==> src/obo_pkg.sv <==
// Shared types and helpers for the oriented box overlap test.
package obo_pkg;

    localparam int IN_BITS  = 272;
    localparam int OUT_BITS = 8;

    typedef struct {
        logic signed [31:0] cx;
        logic signed [31:0] cy;
        logic signed [15:0] c;
        logic signed [15:0] s;
        logic        [19:0] hl;
        logic        [19:0] hw;
    } t_box;

    // first products of one box
    typedef struct {
        t_box               b;
        logic signed [36:0] chl;
        logic signed [36:0] shl;
        logic signed [36:0] shw;
        logic signed [36:0] chw;
    } t_s1_box;

    typedef struct {
        t_s1_box            bx [2];
        logic signed [32:0] sx;
        logic signed [32:0] sy;
    } t_s1;

    // bounds plus projection products for the axes of one box
    typedef struct {
        logic signed [48:0] minx;
        logic signed [48:0] maxx;
        logic signed [48:0] miny;
        logic signed [48:0] maxy;
        logic signed [52:0] m [8];
        logic signed [48:0] l [4];
        logic        [19:0] hl;
        logic        [19:0] hw;
    } t_s2_box;

    typedef struct {
        t_s2_box bx [2];
    } t_s2;

    function automatic logic [36:0] f_abs37(input logic signed [36:0] v);
        return v[36] ? 37'(-v) : 37'(v);
    endfunction

    function automatic logic [53:0] f_abs54(input logic signed [53:0] v);
        return v[53] ? 54'(-v) : 54'(v);
    endfunction

    function automatic logic [49:0] f_abs50(input logic signed [49:0] v);
        return v[49] ? 50'(-v) : 50'(v);
    endfunction

endpackage

==> src/obo_axis.sv <==
// Stages 3 to 5: bounding-box reject, projection sums, magnitudes, axis compares.
module obo_axis (
    input  logic         i_clk,
    input  logic         i_rst_n,
    input  logic [2:0]   i_en,
    input  logic         i_vld,
    input  obo_pkg::t_s2 i_s2,
    output logic [2:0]   o_vld,
    output logic         o_hit
);
    logic [2:0] r_vld;

    // stage 3
    logic               n_rej,  r_rej3;
    logic signed [53:0] n_r3 [2][4];
    logic signed [53:0] r_r3 [2][4];
    logic signed [49:0] n_l3 [2][2];
    logic signed [49:0] r_l3 [2][2];
    logic        [19:0] r_hl3 [2];
    logic        [19:0] r_hw3 [2];
    // stage 4
    logic               r_rej4;
    logic        [55:0] n_r4 [2][2];
    logic        [55:0] r_r4 [2][2];
    logic        [49:0] n_l4 [2][2];
    logic        [49:0] r_l4 [2][2];
    // stage 5
    logic               n_hit;
    logic               r_hit;

    always_comb begin
        n_rej = (i_s2.bx[1].maxx < i_s2.bx[0].minx) || (i_s2.bx[1].minx > i_s2.bx[0].maxx)
             || (i_s2.bx[1].maxy < i_s2.bx[0].miny) || (i_s2.bx[1].miny > i_s2.bx[0].maxy);
        for (int k = 0; k < 2; k++) begin
            n_r3[k][0] = 54'(i_s2.bx[k].m[0]) + 54'(i_s2.bx[k].m[1]);
            n_r3[k][1] = 54'(i_s2.bx[k].m[2]) - 54'(i_s2.bx[k].m[3]);
            n_r3[k][2] = 54'(i_s2.bx[k].m[4]) - 54'(i_s2.bx[k].m[5]);
            n_r3[k][3] = 54'(i_s2.bx[k].m[6]) + 54'(i_s2.bx[k].m[7]);
            n_l3[k][0] = 50'(i_s2.bx[k].l[0]) + 50'(i_s2.bx[k].l[1]);
            n_l3[k][1] = 50'(i_s2.bx[k].l[2]) - 50'(i_s2.bx[k].l[3]);
        end
    end

    always_comb begin
        for (int k = 0; k < 2; k++) begin
            n_r4[k][0] = {2'b0, obo_pkg::f_abs54(r_r3[k][0])}
                       + {2'b0, obo_pkg::f_abs54(r_r3[k][1])}
                       + {6'b0, r_hl3[k], 30'b0};
            n_r4[k][1] = {2'b0, obo_pkg::f_abs54(r_r3[k][2])}
                       + {2'b0, obo_pkg::f_abs54(r_r3[k][3])}
                       + {6'b0, r_hw3[k], 30'b0};
            n_l4[k][0] = obo_pkg::f_abs50(r_l3[k][0]);
            n_l4[k][1] = obo_pkg::f_abs50(r_l3[k][1]);
        end
    end

    always_comb begin
        n_hit = !r_rej4;
        for (int k = 0; k < 2; k++) begin
            for (int j = 0; j < 2; j++) begin
                if (r_l4[k][j] > {9'b0, r_r4[k][j][55:15]}) begin
                    n_hit = 1'b0;
                end
            end
        end
    end

    always_ff @(posedge i_clk) begin
        if (!i_rst_n) begin
            r_vld <= '0;
        end else begin
            if (i_en[0]) begin
                r_vld[0] <= i_vld;
            end
            if (i_en[1]) begin
                r_vld[1] <= r_vld[0];
            end
            if (i_en[2]) begin
                r_vld[2] <= r_vld[1];
            end
        end
    end

    always_ff @(posedge i_clk) begin
        if (i_en[0]) begin
            r_rej3 <= n_rej;
            r_r3   <= n_r3;
            r_l3   <= n_l3;
            for (int k = 0; k < 2; k++) begin
                r_hl3[k] <= i_s2.bx[k].hl;
                r_hw3[k] <= i_s2.bx[k].hw;
            end
        end
        if (i_en[1]) begin
            r_rej4 <= r_rej3;
            r_r4   <= n_r4;
            r_l4   <= n_l4;
        end
        if (i_en[2]) begin
            r_hit <= n_hit;
        end
    end

    assign o_vld = r_vld;
    assign o_hit = r_hit;
endmodule

==> config.mk <==
export PLATFORM = sky130hd
export DESIGN_NAME = obo_axis
export DESIGN_NICKNAME = d
export VERILOG_FILES = /design/src/obo_pkg.sv /design/src/obo_axis.sv
export SDC_FILE = /design/constraint.sdc
export NUM_CORES = 2
export LEC_CHECK = 0
export ABC_CLOCK_PERIOD_IN_PS = 13000
export BUFFER_PORTS_ARGS = -buffer_cell sky130_fd_sc_hd__buf_2
export CORE_AREA = 2 2 679 681
export DETAILED_ROUTE_END_ITERATION = 6
export DIE_AREA = 0 0 681 683
export PLACE_DENSITY = 0.37
export SETUP_SLACK_MARGIN = 0.02
export SLEW_MARGIN = 20
export SYNTH_ARGS = -nofsm -noshare
export SYNTH_HDL_FRONTEND = slang
export SYNTH_SLANG_ARGS = --single-unit
==> constraint.sdc <==
create_clock -name i_clk -period 13 [get_ports i_clk]
set_clock_uncertainty 0.1 [all_clocks]
set_input_delay 1.3 -clock i_clk [delete_from_list [all_inputs] [get_ports i_clk]]
set_output_delay 1.3 -clock i_clk [all_outputs]
set_load 0.02 [all_outputs]
==> results by group <==
Floorplanning
  – Die area: ~0.47 mm2
  – Initial core utilization: 21.9%
  – Core area: 0.458 mm2
  – Die Span Y: 683 um
  – Io pins: 1722
  – Die Wd: 681 um
  – Rows: 249

Route
  – Total Wirelength: about 440000 um
  – Vias per cell: 4.64
  – DR WL/cell: 23.6 um
  – DRT Pass-1 Iters: 7
  – Initial DRC count: 4545
  – Routed Antenna Nets: 0
  – DRC viols: 7
  – Vias: 87361

Clocking
  – Reg clk slew, reported paths: approximately 0.060 ns
  – Clk sinks: between 1000 and 1500
  – CTS Hold Bufs: 0
  – Latest clock arrival within the worst-skew pair: around 0.87 ns
  – CTS tree: done
  – Post-CTS Resized: 0
  – CTS buffer count: roughly 160
  – Root Buffer: clkbuf_16
  – Clock Tree Buf Depth: 4
  – Setup Buffers After CTS: 0
  – H-Tree Level Count: 4

Worst setup path
  – Crit end category: flip-flop
  – Cell mode on critical path: a21o_1
  – Critical Path Start Type: flip-flop
  – Crit path max-delay family: simple AND/OR/NAND/NOR gates
  – Critical path buffers and inverters: 1
  – Max incr delay on CP: 0.59 ns
  – Worst path slowest cell: or4_1
  – Worst EP arrival: slightly below 8 ns
  – Crit path cell chain: or4_4 -> or4_4 -> or4b_1 -> or3_4 -> or3_4 -> or4_1 -> or4_4 -> or4_1 -> o31ai_2 -> xor2_1 -> fa_1 -> inv_1 -> ha_1 -> a21o_1 -> a21o_1 -> a21o_1 -> a21o_1 -> a21oi_1 -> o21bai_1 -> a31oi_1 -> o21bai_1 -> xor2_1
  – CP Data Required Time: 13.50 ns
  – WS Path Type: reg -> reg
  – Critical path peak fanout: 6

Global routing
  – Vias in the first global route: 88670
  – Global-route wire length before repair: 628000 um
  – Initial antenna violation count: 216
  – Gr usage total: 18.4%
  – Largest net degree at the start of global routing: 131
  – GR Overflow Total: 0

Timing
  – Max-slew headroom: 29.3%
  – RSZ-0062 raised after global routing: no
  – Setup TNS Final: 0 ns
  – Fmax: about 130 MHz
  – Minimum clock period: 7.45 ns
  – Slew @ Worst Pin: 1.05 ns
  – Period Utilization, post-route: 57.3%
  – Final Max Tran Viols: 0
  – Endpoints failing hold: 0
  – Final setup viols: 0

Synth
  – Register area share after synthesis: 32.3%
  – Mapped Area: between 0.1 and 0.15 mm2
  – Synth async-reset ratio: 0%
  – Post-synth net total: 13886
  – Top FF cell, synth: edfxtp_1
  – EDFF count, synth: 1079
  – Yosys cell types: 85
  – Syn Area/Cell: 9.34 um2
  – Number of synthesized register bits: 1082
  – Synth Warn #: 0
  – Syn Inst Count: 10746

Layout
  – Nets: 15572
  – Commonest non-fill, non-tap cells in the layout: 1719 x buf_2, 1330 x ha_1, 1145 x inv_1
  – Final instance area: around 0.12 mm2
  – Layout area overhead: 21.2%
  – Filler instances: 50102
  – Most common cell after layout, fill and taps aside: buf_2
  – Fraction of layout cells with a size suffix above 1: 16.5%

Run status
  – Failing checks: design-rule violations
  – Status: complete, but fails checks

Pwr
  – Sequential Power Share: 30.1%
  – VDD IR max: between 0.09 and 0.1 mV
  – Switch Pwr: 7.34 mW
  – Net Sw Frac: between 30 and 40%
  – Gate power share: 46.2%
  – Power per standard cell area: between 150 and 200 mW/mm2
  – Pint: 11.3 mW
  – Leak: 54.1 nW
  – Clk pwr share: between 20% and 30%

Place
  – Port Buf Inserts: 1721
  – DP Area: 0.116 mm2
  – HPWL Detailed: 380000 um
  – GP Congestion: 0.929

Min path
  – Type of the most critical hold path: reg -> reg

Run
  – Max capacitance violation total: 0
[worst register-to-register path, cell delays in order, from the launching register on]
cell and delay [ns]:
edfxtp_1 0.44, or4_4 0.56, or4_4 0.44, or4b_1 0.53, or3_4 0.41, or3_4 0.37, or4_1 0.44, or4_4 0.47
or4_1 0.59, o31ai_2 0.26, xor2_1 0.12, fa_1 0.49, inv_1 0.04, ha_1 0.36, a21o_1 0.24, a21o_1 0.20
a21o_1 0.19, a21o_1 0.18, a21oi_1 0.15, o21bai_1 0.09, a31oi_1 0.27, o21bai_1 0.12, xor2_1 0.15
[path summary, 6_finish.rpt]
path / end / start / cells after the start / slack, ns
max: r_r4[164] / r_r3[227] / 22 / 5.55
min: r_rej4 / r_rej3 / 0 / 0.33
min reg2reg: r_rej4 / r_rej3 / 0 / 0.33
max reg2reg: r_r4[164] / r_r3[227] / 22 / 5.55
[area by class of cell]
type                       count  area, um2  share of cell area (%)
multi-input combinational   8288      62700                    51.6
sequential                  1082      32500                    26.7
timing repair buffer        1756       8950                    7.35
tap                         6149       7690                    6.32
inverter                    1145       4300                    3.53
clock buffer                 186       4120                    3.39
clock inverter                92       1050                   0.865
antenna                      141        353                   0.290
[state kept, by name, summed over array words and instances (netlist names)]
register	count
o_hit	1
o_vld	3
r_hl3	40
r_hw3	40
r_l3	200
r_l4	200
r_r3	432
r_r4	164
r_rej3	1
r_rej4	1
[logic make-up (layout without fill, tap and decap cells)]
| family | after synthesis | count (layout) | share of synthesized area, % |
|---|---|---|---|
| xor gates and xnor gates | 1313 | 1313 | 11.5 |
| adders and majority gates | 1422 | 1422 | 18.4 |
| DFF | 1082 | 1082 | 32.3 |
| buffers and inverters | 1376 | 3179 | 5.15 |
| other | 0 | 141 | 0 |
| muxes | 5 | 5 | 0.0511 |
| AOI/OAI and AO/OA | 3193 | 3193 | 20.5 |
| and+or+nand+nor | 2355 | 2355 | 12.1 |
[routing by layer]
metal	track usage, %	vias up	wire length (um)
li1	-	42905	-
met1	21.6	41457	183000
met2	32.3	2174	217000
met3	2.95	761	19300
met4	9.16	64	25200
met5	0	-	416
[synthesized netlist by cell type, drive strengths merged, types with 76 or more instances]
cell | n | share of area (%)
or4 | 118 | 0.92
nand2b | 138 | 0.86
ha | 1330 | 17
a211oi | 76 | 0.57
nand4 | 215 | 1.3
nor3 | 113 | 0.56
clkbuf | 225 | 0.84
a21oi | 866 | 4.3
o31ai | 227 | 1.7
xnor2 | 906 | 7.9
a21o | 592 | 4.4
nor2b | 145 | 0.90
nand3 | 185 | 0.92
or3 | 128 | 0.82
a31oi | 87 | 0.54
nand2 | 585 | 2.2
xor2 | 407 | 3.6
o41ai | 109 | 0.98
inv | 1145 | 4.3
fa | 92 | 1.8
edfxtp | 1079 | 32
o21ai | 680 | 3.4
o21a | 113 | 0.85
o21bai | 113 | 0.85
nor2 | 464 | 1.7
[power by group through the flow]
stage	clock network [mW]	registers, mW	logic [mW]
final	4.42	5.61	8.61
after global placement	0	5.70	8.75
after floorplan	0	5.43	6.02
after global routing	4.73	5.71	9.75
after detailed placement	0	5.69	8.68
after CTS	4.61	5.63	8.76
[per-stage QoR]
stage          hold WS (ns)  util [%]  instances  total power [mW]  setup WS [ns]
6_report              0.328      26.5      18839              18.6           5.55
5_1_grt               0.349      26.5      18802              20.2           4.97
4_1_cts               0.336      26.5      18698              19.0           5.47
3_5_place_dp          0.322      25.3      18420              14.4           5.50
3_3_place_gp          0.316      25.3      18420              14.4           5.52
2_1_floorplan         0.300         -      10746              11.4           6.08
No activity file was read; power rests on OpenSTA's default activity.
